==> config.mk <==
export PLATFORM = sky130hd
export DESIGN_NAME = passive_serial_fpga_configurator_top
export DESIGN_NICKNAME = d
export VERILOG_FILES = /design/src/psfc_pkg.sv /design/src/psfc_ctrl.sv /design/src/psfc_emit.sv /design/src/passive_serial_fpga_configurator_top.sv
export SDC_FILE = /design/constraint.sdc
export NUM_CORES = 1
export LEC_CHECK = 0
export BUFFER_PORTS_ARGS = -buffer_cell sky130_fd_sc_hd__buf_2
export CORE_AREA = 2 2 87 122
export DETAILED_ROUTE_END_ITERATION = 10
export DIE_AREA = 0 0 89 124
export GPL_TIMING_DRIVEN = 0
export PLACE_DENSITY = 0.79
export SLEW_MARGIN = 30
export SYNTH_ARGS = -nofsm -noshare
export SYNTH_HDL_FRONTEND = slang
export SYNTH_HIERARCHICAL = 1
export SYNTH_SLANG_ARGS = --single-unit
==> constraint.sdc <==
create_clock -name clk_i -period 4.77 [get_ports clk_i]
set_clock_uncertainty 0.2 [all_clocks]
set_input_delay 0.477 -clock clk_i [delete_from_list [all_inputs] [get_ports clk_i]]
set_output_delay 0.477 -clock clk_i [all_outputs]
set_load 0.01 [all_outputs]
==> src/psfc_pkg.sv <==
// Package for the passive serial configuration sequencer.
// Holds the item codes, the configuration indexes and the burst descriptor type.
// No dependencies.
package psfc_pkg;

  localparam logic [1:0] KIND_START = 2'd0;
  localparam logic [1:0] KIND_DATA  = 2'd1;
  localparam logic [1:0] KIND_FINAL = 2'd2;

  localparam logic [1:0] CFG_MAX_ATTEMPTS   = 2'd0;
  localparam logic [1:0] CFG_CHECK_INTERVAL = 2'd1;
  localparam logic [1:0] CFG_INIT_CYCLES    = 2'd2;

  localparam logic [2:0] PH_IDLE = 3'd0;
  localparam logic [2:0] PH_LOAD = 3'd1;
  localparam logic [2:0] PH_WAIT = 3'd2;

  localparam logic [2:0] ACT_NCFG_LO = 3'd0;
  localparam logic [2:0] ACT_NCFG_HI = 3'd1;
  localparam logic [2:0] ACT_DATA    = 3'd2;
  localparam logic [2:0] ACT_INIT    = 3'd3;
  localparam logic [2:0] ACT_RELEASE = 3'd4;
  localparam logic [2:0] ACT_STATUS  = 3'd5;

  localparam logic [2:0] ST_LOADING = 3'd0;
  localparam logic [2:0] ST_RETRY   = 3'd1;
  localparam logic [2:0] ST_WAIT    = 3'd2;
  localparam logic [2:0] ST_SUCCESS = 3'd3;
  localparam logic [2:0] ST_FAILED  = 3'd4;
  localparam logic [2:0] ST_IGNORED = 3'd5;

  localparam logic [1:0] HDR_NONE = 2'd0;
  localparam logic [1:0] HDR_NCFG = 2'd1;
  localparam logic [1:0] HDR_DATA = 2'd2;

  localparam logic [1:0] SEG_HDR  = 2'd0;
  localparam logic [1:0] SEG_INIT = 2'd1;
  localparam logic [1:0] SEG_TAIL = 2'd2;

  localparam logic [5:0] INIT_MAX = 6'd50;

  typedef struct packed {
    logic [1:0] hdr;
    logic [7:0] data_byte;
    logic [5:0] n_init;
    logic       has_tail;
    logic [2:0] tail_act;
    logic       tail_bit;
    logic [2:0] tail_st;
    logic [3:0] att;
  } desc_t;

endpackage

==> src/psfc_ctrl.sv <==
// Sequencer state, configuration registers and the pending burst descriptor.
// Each accepted item updates the state and leaves one descriptor.
// Depends on psfc_pkg.
module psfc_ctrl (
  input  logic                 clk_i,
  input  logic                 rst_ni,
  input  logic                 cfg_we_i,
  input  logic [1:0]           cfg_idx_i,
  input  logic [15:0]          cfg_data_i,
  input  logic                 in_valid_i,
  output logic                 in_ready_o,
  input  logic [1:0]           kind_i,
  input  logic                 new_job_i,
  input  logic [7:0]           data_byte_i,
  input  logic                 last_byte_i,
  input  logic                 nstatus_i,
  input  logic                 conf_done_i,
  output logic                 pend_valid_o,
  output psfc_pkg::desc_t      pend_desc_o,
  input  logic                 take_i
);

  logic [3:0]  max_att_q;
  logic [15:0] ivl_cfg_q;
  logic [5:0]  init_cfg_q;
  logic [2:0]  phase_q, phase_d;
  logic [3:0]  att_q, att_d;
  logic [15:0] icnt_q, icnt_d;
  logic        pend_valid_q;
  psfc_pkg::desc_t pend_q, desc_d;

  logic        accept;
  logic [3:0]  att_base;
  logic [15:0] ivl;
  logic [16:0] icnt_inc;
  logic        check;
  logic        err;

  assign accept       = in_valid_i && in_ready_o;
  assign in_ready_o   = !pend_valid_q || take_i;
  assign pend_valid_o = pend_valid_q;
  assign pend_desc_o  = pend_q;

  assign att_base = new_job_i ? max_att_q : att_q;
  assign ivl      = (ivl_cfg_q == 16'd0) ? 16'd1 : ivl_cfg_q;
  assign icnt_inc = {1'b0, icnt_q} + 17'd1;
  assign check    = (icnt_q == 16'd0) || last_byte_i;
  assign err      = (check && !nstatus_i) || (last_byte_i && !conf_done_i);

  always_comb begin
    phase_d          = phase_q;
    att_d            = att_q;
    icnt_d           = icnt_q;
    desc_d.hdr       = psfc_pkg::HDR_NONE;
    desc_d.data_byte = data_byte_i;
    desc_d.n_init    = 6'd0;
    desc_d.has_tail  = 1'b1;
    desc_d.tail_act  = psfc_pkg::ACT_STATUS;
    desc_d.tail_bit  = 1'b0;
    desc_d.tail_st   = psfc_pkg::ST_IGNORED;
    if (kind_i == psfc_pkg::KIND_START) begin
      if (att_base == 4'd0) begin
        phase_d        = psfc_pkg::PH_IDLE;
        att_d          = 4'd0;
        desc_d.tail_st = psfc_pkg::ST_FAILED;
      end else begin
        phase_d         = psfc_pkg::PH_LOAD;
        att_d           = att_base - 4'd1;
        icnt_d          = 16'd0;
        desc_d.hdr      = psfc_pkg::HDR_NCFG;
        desc_d.has_tail = 1'b0;
      end
    end else if (kind_i == psfc_pkg::KIND_DATA && phase_q == psfc_pkg::PH_LOAD) begin
      desc_d.hdr = psfc_pkg::HDR_DATA;
      icnt_d     = (icnt_inc >= {1'b0, ivl}) ? 16'd0 : icnt_inc[15:0];
      if (err) begin
        phase_d        = psfc_pkg::PH_IDLE;
        desc_d.tail_st = (att_q != 4'd0) ? psfc_pkg::ST_RETRY : psfc_pkg::ST_FAILED;
      end else if (last_byte_i) begin
        phase_d        = psfc_pkg::PH_WAIT;
        desc_d.n_init  = (init_cfg_q > psfc_pkg::INIT_MAX) ? psfc_pkg::INIT_MAX : init_cfg_q;
        desc_d.tail_st = psfc_pkg::ST_WAIT;
      end else begin
        desc_d.has_tail = 1'b0;
      end
    end else if (kind_i == psfc_pkg::KIND_FINAL && phase_q == psfc_pkg::PH_WAIT) begin
      phase_d = psfc_pkg::PH_IDLE;
      if (nstatus_i && conf_done_i) begin
        desc_d.tail_act = psfc_pkg::ACT_RELEASE;
        desc_d.tail_bit = 1'b1;
        desc_d.tail_st  = psfc_pkg::ST_SUCCESS;
      end else begin
        att_d          = 4'd0;
        desc_d.tail_st = psfc_pkg::ST_FAILED;
      end
    end
    desc_d.att = att_d;
  end

  always_ff @(posedge clk_i or negedge rst_ni) begin
    if (!rst_ni) begin
      max_att_q    <= 4'd5;
      ivl_cfg_q    <= 16'd10240;
      init_cfg_q   <= 6'd50;
      phase_q      <= psfc_pkg::PH_IDLE;
      att_q        <= 4'd0;
      icnt_q       <= 16'd0;
      pend_valid_q <= 1'b0;
    end else begin
      if (cfg_we_i) begin
        unique case (cfg_idx_i)
          psfc_pkg::CFG_MAX_ATTEMPTS:   max_att_q  <= cfg_data_i[3:0];
          psfc_pkg::CFG_CHECK_INTERVAL: ivl_cfg_q  <= cfg_data_i;
          psfc_pkg::CFG_INIT_CYCLES:    init_cfg_q <= cfg_data_i[5:0];
          default: ;
        endcase
      end
      if (accept) begin
        phase_q      <= phase_d;
        att_q        <= att_d;
        icnt_q       <= icnt_d;
        pend_valid_q <= 1'b1;
      end else if (take_i) begin
        pend_valid_q <= 1'b0;
      end
    end
  end

  always_ff @(posedge clk_i) begin
    if (accept) begin
      pend_q <= desc_d;
    end
  end

`ifndef SYNTHESIS
  a_accept_fills: assert property (@(posedge clk_i) disable iff (!rst_ni)
    accept |=> pend_valid_q)
    else $error("accepted item left no pending descriptor");
  a_pend_holds: assert property (@(posedge clk_i) disable iff (!rst_ni)
    (pend_valid_q && !take_i) |=> $stable(pend_q))
    else $error("pending descriptor changed while not taken");
  a_take_needs_pend: assert property (@(posedge clk_i) disable iff (!rst_ni)
    take_i |-> pend_valid_q)
    else $error("descriptor taken from an empty slot");
`endif

endmodule

==> src/psfc_emit.sv <==
// Output sequencer: expands one burst descriptor into its result items.
// One result item leaves per cycle while the output is ready, from the registered descriptor and counter.
// Depends on psfc_pkg.
module psfc_emit (
  input  logic            clk_i,
  input  logic            rst_ni,
  input  logic            pend_valid_i,
  input  psfc_pkg::desc_t pend_desc_i,
  output logic            take_o,
  output logic            out_valid_o,
  input  logic            out_ready_i,
  output logic [2:0]      action_o,
  output logic            data_bit_o,
  output logic [2:0]      status_o,
  output logic [3:0]      attempts_left_o,
  output logic            last_o
);

  psfc_pkg::desc_t desc_q;
  logic            busy_q;
  logic [1:0]      seg_q, seg_d;
  logic [5:0]      cnt_q, cnt_d;
  logic            seg_end;
  logic            has_next;
  logic [1:0]      next_seg;
  logic [1:0]      first_seg;
  logic            advance;
  logic            finish;

  always_comb begin
    action_o   = desc_q.tail_act;
    data_bit_o = desc_q.tail_bit;
    status_o   = desc_q.tail_st;
    seg_end    = 1'b1;
    unique case (seg_q)
      psfc_pkg::SEG_HDR: begin
        status_o   = psfc_pkg::ST_LOADING;
        data_bit_o = 1'b0;
        if (desc_q.hdr == psfc_pkg::HDR_NCFG) begin
          action_o = cnt_q[0] ? psfc_pkg::ACT_NCFG_HI : psfc_pkg::ACT_NCFG_LO;
          seg_end  = cnt_q[0];
        end else begin
          action_o   = psfc_pkg::ACT_DATA;
          data_bit_o = desc_q.data_byte[cnt_q[2:0]];
          seg_end    = (cnt_q[2:0] == 3'd7);
        end
      end
      psfc_pkg::SEG_INIT: begin
        action_o   = psfc_pkg::ACT_INIT;
        data_bit_o = 1'b0;
        status_o   = psfc_pkg::ST_LOADING;
        seg_end    = (cnt_q == desc_q.n_init - 6'd1);
      end
      default: ;
    endcase
  end

  always_comb begin
    has_next = 1'b0;
    next_seg = psfc_pkg::SEG_TAIL;
    unique case (seg_q)
      psfc_pkg::SEG_HDR: begin
        if (desc_q.n_init != 6'd0) begin
          has_next = 1'b1;
          next_seg = psfc_pkg::SEG_INIT;
        end else begin
          has_next = desc_q.has_tail;
        end
      end
      psfc_pkg::SEG_INIT: has_next = desc_q.has_tail;
      default: ;
    endcase
  end

  assign first_seg = (pend_desc_i.hdr != psfc_pkg::HDR_NONE) ? psfc_pkg::SEG_HDR :
                     (pend_desc_i.n_init != 6'd0) ? psfc_pkg::SEG_INIT : psfc_pkg::SEG_TAIL;

  assign last_o          = seg_end && !has_next;
  assign out_valid_o     = busy_q;
  assign attempts_left_o = desc_q.att;
  assign advance         = busy_q && out_ready_i;
  assign finish          = advance && last_o;
  assign take_o          = pend_valid_i && (!busy_q || finish);

  always_comb begin
    seg_d = seg_q;
    cnt_d = cnt_q;
    if (take_o) begin
      seg_d = first_seg;
      cnt_d = 6'd0;
    end else if (advance) begin
      if (seg_end) begin
        seg_d = next_seg;
        cnt_d = 6'd0;
      end else begin
        cnt_d = cnt_q + 6'd1;
      end
    end
  end

  always_ff @(posedge clk_i or negedge rst_ni) begin
    if (!rst_ni) begin
      busy_q <= 1'b0;
      seg_q  <= psfc_pkg::SEG_TAIL;
      cnt_q  <= 6'd0;
    end else begin
      seg_q <= seg_d;
      cnt_q <= cnt_d;
      if (take_o) begin
        busy_q <= 1'b1;
      end else if (finish) begin
        busy_q <= 1'b0;
      end
    end
  end

  always_ff @(posedge clk_i) begin
    if (take_o) begin
      desc_q <= pend_desc_i;
    end
  end

`ifndef SYNTHESIS
  a_stall_holds: assert property (@(posedge clk_i) disable iff (!rst_ni)
    (busy_q && !out_ready_i) |=> ($stable(cnt_q) && $stable(seg_q)))
    else $error("sequencer moved while the output was stalled");
  a_init_bound: assert property (@(posedge clk_i) disable iff (!rst_ni)
    (busy_q && seg_q == psfc_pkg::SEG_INIT) |-> (cnt_q < desc_q.n_init))
    else $error("init pulse count ran past its limit");
  a_hdr_bound: assert property (@(posedge clk_i) disable iff (!rst_ni)
    (busy_q && seg_q == psfc_pkg::SEG_HDR) |-> (cnt_q < 6'd8))
    else $error("data bit index ran past the byte");
`endif

endmodule

==> src/passive_serial_fpga_configurator_top.sv <==
// Top level of the passive serial configuration sequencer.
// Instantiates psfc_ctrl and psfc_emit; depends on psfc_pkg.
//
//   channel   dir  handshake                      contents
//   s_axis    in   s_axis_tvalid / s_axis_tready  one command item
//   m_axis    out  m_axis_tvalid / m_axis_tready  one pin action item
//   cfg       in   cfg_we_i                       register write, no read-back
//
// Result items leave at one per cycle from the output sequencer while m_axis_tready
// is high. A data byte gives eight data bit items, plus one for an error status or up to
// fifty-one more (init pulses and a wait status) after a good last byte; a start gives
// two, or one when no attempt is left, and other items give one.
// One descriptor slot sits in front of the sequencer, so the next item is taken
// while the current results drain. Reset clears the control state; the descriptor registers are not reset.
module passive_serial_fpga_configurator_top (
  input  logic        clk_i,
  input  logic        rst_ni,
  input  logic        cfg_we_i,
  input  logic [1:0]  cfg_idx_i,
  input  logic [15:0] cfg_data_i,
  input  logic        s_axis_tvalid,
  output logic        s_axis_tready,
  input  logic [15:0] s_axis_tdata,  // new_job, data_byte[8:1], nstatus_level, conf_done_level
  input  logic [1:0]  s_axis_tuser,  // kind
  input  logic        s_axis_tlast,
  output logic        m_axis_tvalid,
  input  logic        m_axis_tready,
  output logic [7:0]  m_axis_tdata,  // data_bit, status[3:1], attempts_left[7:4]
  output logic [2:0]  m_axis_tuser,  // action
  output logic        m_axis_tlast
);

  logic            pend_valid;
  psfc_pkg::desc_t pend_desc;
  logic            take;
  logic            data_bit;
  logic [2:0]      status;
  logic [3:0]      attempts_left;

  psfc_ctrl u_ctrl (
    .clk_i        (clk_i),
    .rst_ni       (rst_ni),
    .cfg_we_i     (cfg_we_i),
    .cfg_idx_i    (cfg_idx_i),
    .cfg_data_i   (cfg_data_i),
    .in_valid_i   (s_axis_tvalid),
    .in_ready_o   (s_axis_tready),
    .kind_i       (s_axis_tuser),
    .new_job_i    (s_axis_tdata[0]),
    .data_byte_i  (s_axis_tdata[8:1]),
    .last_byte_i  (s_axis_tlast),
    .nstatus_i    (s_axis_tdata[9]),
    .conf_done_i  (s_axis_tdata[10]),
    .pend_valid_o (pend_valid),
    .pend_desc_o  (pend_desc),
    .take_i       (take)
  );

  psfc_emit u_emit (
    .clk_i           (clk_i),
    .rst_ni          (rst_ni),
    .pend_valid_i    (pend_valid),
    .pend_desc_i     (pend_desc),
    .take_o          (take),
    .out_valid_o     (m_axis_tvalid),
    .out_ready_i     (m_axis_tready),
    .action_o        (m_axis_tuser),
    .data_bit_o      (data_bit),
    .status_o        (status),
    .attempts_left_o (attempts_left),
    .last_o          (m_axis_tlast)
  );

  assign m_axis_tdata = {attempts_left, status, data_bit};

endmodule
# After elaboration in Yosys (flattened, before gate mapping)
# Index checks and enable logic that the tools add are counted.
# word_totals
regBits	115
latchBits	0
ramBits	0
rom_bits	0
in_bits	42
n_memories	0
# classes
n_addsub	4
multipliers	0
n_div	0
magnitude_cmp	3
eq_ne	12
shifts	0
mux	61
bitwise	3
n_reduce_logical	45
# ops
cell	count
$mux 16	5
$mux 3	14
$logic_not 16->1	2
$mux 4	6
$mux 6	4
$mux 2	10
$add 16x1->17 const B	1
$ge 17x16->1	1
$mux 1	17
$reduce_bool 2->1	6
$reduce_bool 6->1	2
$logic_and 1x1->1	10
$eq 2x1->1 const B	4
$reduce_and 2->1	4
$add 6x1->6 const B	1
$eq 6x6->1	1
$gt 6x6->1 const B	1
$logic_not 2->1	3
$pmux 1 s2	3
$pmux 3 s2	1
$reduce_and 3->1	2
$sub 6x1->6 const B	1
$logic_not 1->1	5
$reduce_or 5->1	1
17 further kinds	23

# Depth between registers and ports, before layout
# logic_depth
ltp_word	11
ltp_mapped	15
ltp_nobuf	14

# Hierarchy
# Netlist, hierarchy kept.
# modules_own_cells
mod	n_inst	cells_per_inst	area_per_inst_um2	seq_area_each_um2
psfc_ctrl	1	366	3960.0	2015.7
psfc_emit	1	128	1760.4	1067.3
passive_serial_fpga_configurator_top	1	1	7.5	0.0

# Least setup slack after synthesis
# Ideal clock, no wire load.
# synth_timing
path_type	flip-flop to flip-flop
startpoint	register u_emit/desc_q[12] (netlist bit)
endpoint	register u_ctrl.icnt_q[2]
setup_time_ns	0.065
t_arrival_ns	4.195
t_required_ns	4.505
setup_slack_ns	0.310
path_stages_with_launch	15
cell_sequence	edfxtp_1 inv_1 ha_1 nor3b_2 xnor2_1 nor4_4 a31oi_1 nor2_2 nand2b_1 nand2_1 inv_2 o211ai_2 or3b_1 a2111oi_0 a21o_1
# synth_between
elab_chain_cells	11
word_cells_on_any_way	14
# synth_rtl
element	line	source
start: declaration	psfc_emit.sv:19	psfc_pkg::desc_t desc_q;
start signal: assignment	psfc_emit.sv:119	desc_q <= pend_desc_i;
branches (longest 4 deep; another with $sub 6x1->6)	-	
$logic_and 1x1->1 (*)	psfc_emit.sv:78	assign last_o = seg_end && !has_next;
$logic_and 1x1->1 (*)	psfc_emit.sv:82	assign finish = advance && last_o;
$logic_or 1x1->1 (*)	psfc_emit.sv:83	assign take_o = pend_valid_i && (!busy_q || finish);
$logic_and 1x1->1 (*)	psfc_emit.sv:83	
named net take	passive_serial_fpga_configurator_top.sv:35	logic take;
$logic_or 1x1->1 (*)	psfc_ctrl.sv:40	assign in_ready_o = !pend_valid_q || take_i;
named net s_axis_tready	passive_serial_fpga_configurator_top.sv:22	output logic s_axis_tready,
$logic_and 1x1->1 (*)	psfc_ctrl.sv:39	assign accept = in_valid_i && in_ready_o;
named net u_ctrl.accept	psfc_ctrl.sv:32	logic accept;
$reduce_and 3->1 (no source line) (*)	-	
end signal: assignment	psfc_ctrl.sv:121	icnt_q <= icnt_d;
end: declaration	psfc_ctrl.sv:28	logic [15:0] icnt_q, icnt_d;
# Mark *: on every way through the listed nets, which the timed path passes.
# A chain may end at the register's enable or synchronous reset.

# Worst setup path in the final report
# layout_timing
startpoint	register u_emit/desc_q[12] (netlist bit)
endpoint	register u_ctrl.icnt_q[13]
# layout_between
elab_chain_cells	11
word_cells_on_any_way	14
# layout_rtl
element	line
branches (longest 4 deep; another with $sub 6x1->6)	-
$logic_and 1x1->1 (*)	psfc_emit.sv:78
$logic_and 1x1->1 (*)	psfc_emit.sv:82
$logic_or 1x1->1 (*)	psfc_emit.sv:83
$logic_and 1x1->1 (*)	psfc_emit.sv:83
named net take	passive_serial_fpga_configurator_top.sv:35
$logic_or 1x1->1 (*)	psfc_ctrl.sv:40
$logic_and 1x1->1 (*)	psfc_ctrl.sv:39
named net u_ctrl.accept	psfc_ctrl.sv:32
$reduce_and 3->1 (no source line) (*)	-
# Marked as above.

==> impl_metrics.yaml <==
die:
  ios: 56
  die-area_um2: 11040
  rows: 43
  core_area_um2: 9899
  die_x_um: 89
  die_y_um: 124
  initial_core_util_pct: 57.86
synthesis:
  syn_nets: 558
  yosysSeqAreaShare_pct: 53.82
  ys.flop_type: "edfxtp_1"
  syn_avg_cell_area_um2: 11.57
  syn-cell-area_um2: 5728
  ys_warn_count: 6
  async_flop_share_pct: 51.79
  synth_cell_types: 71
  synthCells: 495
  synth-edff-count: 54
  ys_ff_latch: 112
power_and_ir_drop:
  combPwrFrac_pct: 26.4
  p_leak_nw: 2.657
  clockPowerShare_pct: 26.1
  p_sw_mw: 0.9185
  max-vdd-ir-drop_mv: 0.2284
  powerDensity_nw_per_um2: 449.3
  p_seq_share_pct: 47.5
  internal-power_mw: 1.986
  swShare_pct: 31.62
cells_and_area:
  n_antenna_cell: 0
  num-nets-final: 620
  drive_above_1_share_pct: 25.80
  synthToLayoutAreaGrowth_pct: 12.87
  fin_cells: 697
route:
  dr.pass1.iters: 4
  post_drt_wl_per_cell_um: 16.30
  drt_first_iter_violations: 321
  num_vias: 3982
  viasPerCell: 5.713
  wirelength_um: 11360
  drcViolationCount: 0
  ant_nets: 0
clock_tree:
  hold_buffers: 0
  clkSlewWorstSetupHoldPaths_ns: 0.07
  clkLatencyLatePin_ns: 0.35
  cts_root_buf: "clkbuf_16"
  htree_num_levels: 3
  cts_sinks: 112
  cts_buffer_depth: 2
  numCtsBuffers: 9
  cts_tree: "done"
job:
  max_cap_viol_count: 0
worst_setup_path:
  crit_required_ns: 4.84
  crit_type: "reg2reg"
  cp-start-kind: "register"
  crit_arrival_ns: 4.22
  crit_fanout: 31
  end_kind: "register"
sta:
  period_share_pct: 87.08
  slew_viol_final: 0
  fin_crit_ns: 4.153
  finalHoldViolCount: 7
  whs_ns: -0.02147
  max_freq_mhz: 240.8
  grt_setup_unrepaired: "no"
  tightestPinTransition_ns: 0.8491
  maxSlewHeadroom_pct: 43.39
  setup_violations: 0
placed_design:
  place_inst: 679
  port_buffers: 49
  hpwl_um: 8482
  gp_congestion: 0.8704
global_routing:
  antenna_found_initial: 0
  first_global_vias: 3959
  grt_max_degree: 59
  gr-total-overflow: 0
  grt_pass1_wl_um: 17930
  track_usage_pct: 21.61
outcome:
  outcome: "finished with violations"
  violations: "negative hold slack"
hold_path:
  hold_class: "in2async"
[power groups by stage]
stage | sequential (mW) | clock [mW] | combinational [mW]
finish | 1.38 | 0.757 | 0.767
global route | 1.40 | 0.813 | 0.847
CTS | 1.38 | 0.773 | 0.764
detailed placement | 1.40 | 0 | 0.754
global placement | 1.39 | 0 | 0.720
floorplan | 1.35 | 0 | 0.565
[area by class of cell]
cell class	count	area (um^2)
buffer	19	128.9
timing repair buffer	50	255.2
tap	135	168.9
clock buffer	9	225.2
inverter	33	125.1
multi-input combinational	332	2404
fill	782	3435
sequential	112	3083
clock inverter	7	75.07
[what timing repair did]
action                                  CTS  global route
setup buffers                             0             1
endpoints found under the setup margin    4             4
gates resized for setup                   0             1
gates cloned                              1             0
pin swaps                                 1             1
[Yosys cell counts, drive strengths merged, types with 8 or more instances]
cell type  instances  area (um^2)
nor2              35        143.9
xnor2             19        166.4
edfxtp            54         1622
and2               8        52.55
nand3             12        75.07
ha                21        262.8
dfrtp             50         1251
o21ai             25        125.1
dfstp              8        210.2
nand4             10        62.56
nor3              13        75.07
buf               15        113.9
nor4               8        65.06
mux2              29        326.6
inv               33        123.9
nand2             53        198.9
[metrics by stage]
step / setup WS [ns] / utilization (%) / instance area [um^2] / setup TNS [ns] / power [mW]
2_1_floorplan: 0.3101 / - / 5728 / 0 / 1.915
3_3_place_gp: -0.3305 / 62.04 / 6142 / -2.166 / 2.107
3_5_place_dp: -0.03679 / 62.12 / 6150 / -0.08963 / 2.152
4_1_cts: 0.1122 / 65.22 / 6456 / 0 / 2.917
5_1_grt: 0.2429 / 65.31 / 6465 / 0 / 3.061
6_report: 0.6165 / 65.31 / 6465 / 0 / 2.905
[worst paths after layout]
kind / start / to / slack [ns] / cells after the start
min in group clk_i: s_axis_tdata[7] / u_ctrl/pend_desc_o[24] / 0.10 / 1
min: rst_ni / u_emit/cnt_q[1] / -0.02 / 1
max: u_emit/desc_q[12] / u_ctrl/icnt_q[13] / 0.62 / 15
min reg2reg: u_ctrl/pend_desc_o[0] / u_emit/attempts_left_o[0] / 0.22 / 0
max in group asynchronous: rst_ni / u_ctrl/ivl_cfg_q[8] / 3.88 / 1
max reg2reg: u_emit/desc_q[12] / u_ctrl/icnt_q[13] / 0.62 / 15
[registers in the layout, indices dropped and copies added, names as in the netlist, 2 cells and up]
signal and cells:
u_ctrl/pend_desc_o 26, u_ctrl/max_att_q 4, u_ctrl/init_cfg_q 6, u_ctrl/icnt_q 16, u_ctrl/ivl_cfg_q 16, u_emit/desc_q 24, u_ctrl/att_q 4, u_ctrl/phase_q 2
u_emit/attempts_left_o 4, u_emit/seg_q 2, u_emit/cnt_q 6
[routing by layer]
layer	vias up	share of wire, %	GRT usage (%)
li1	1909	-	-
met1	1913	36	21.34
met2	125	56	41.32
met3	35	3.5	3.446
met4	0	3.8	12.31
met5	-	0	0
[cells by family after synthesis]
logic type / Yosys count / synth area share, %
other: 2 / 0.1311
muxes: 34 / 7.012
buffers and inverters: 52 / 4.412
DFF: 112 / 53.82
xor gates and xnor gates: 26 / 3.976
adders and majority gates: 21 / 4.587
and+or+nand+nor: 170 / 15.71
AOI/OAI and AO/OA: 78 / 10.35
[cell usage in the layout, fill, tap and decap left out, types with 10 or more instances in the layout]
cell type | netlist | final
edfxtp_1 | 54 | 54
nand2_1 | 53 | 53
buf_2 | 4 | 52
dfrtp_1 | 50 | 50
inv_1 | 32 | 32
nor2_1 | 32 | 32
mux2_2 | 29 | 29
ha_1 | 21 | 21
xnor2_1 | 19 | 19
o21ai_0 | 17 | 17
nor3_1 | 11 | 11
buf_4 | 8 | 10
nand4_1 | 10 | 10
[critical path, cell delays in order (launching register included)]
cell	delay (ns)
edfxtp_1	0.44
inv_1	0.10
ha_1	0.24
nor3b_2	0.22
xnor2_1	0.19
nor4_4	0.10
a31oi_1	0.54
nor2_4	0.04
nand2b_1	0.19
nand2_1	0.22
clkinv_2	0.46
o211ai_2	0.28
buf_6	0.20
clkbuf_1	0.38
nand2_1	0.17
o31ai_4	0.08
Power figures use the tool's default switching activity.
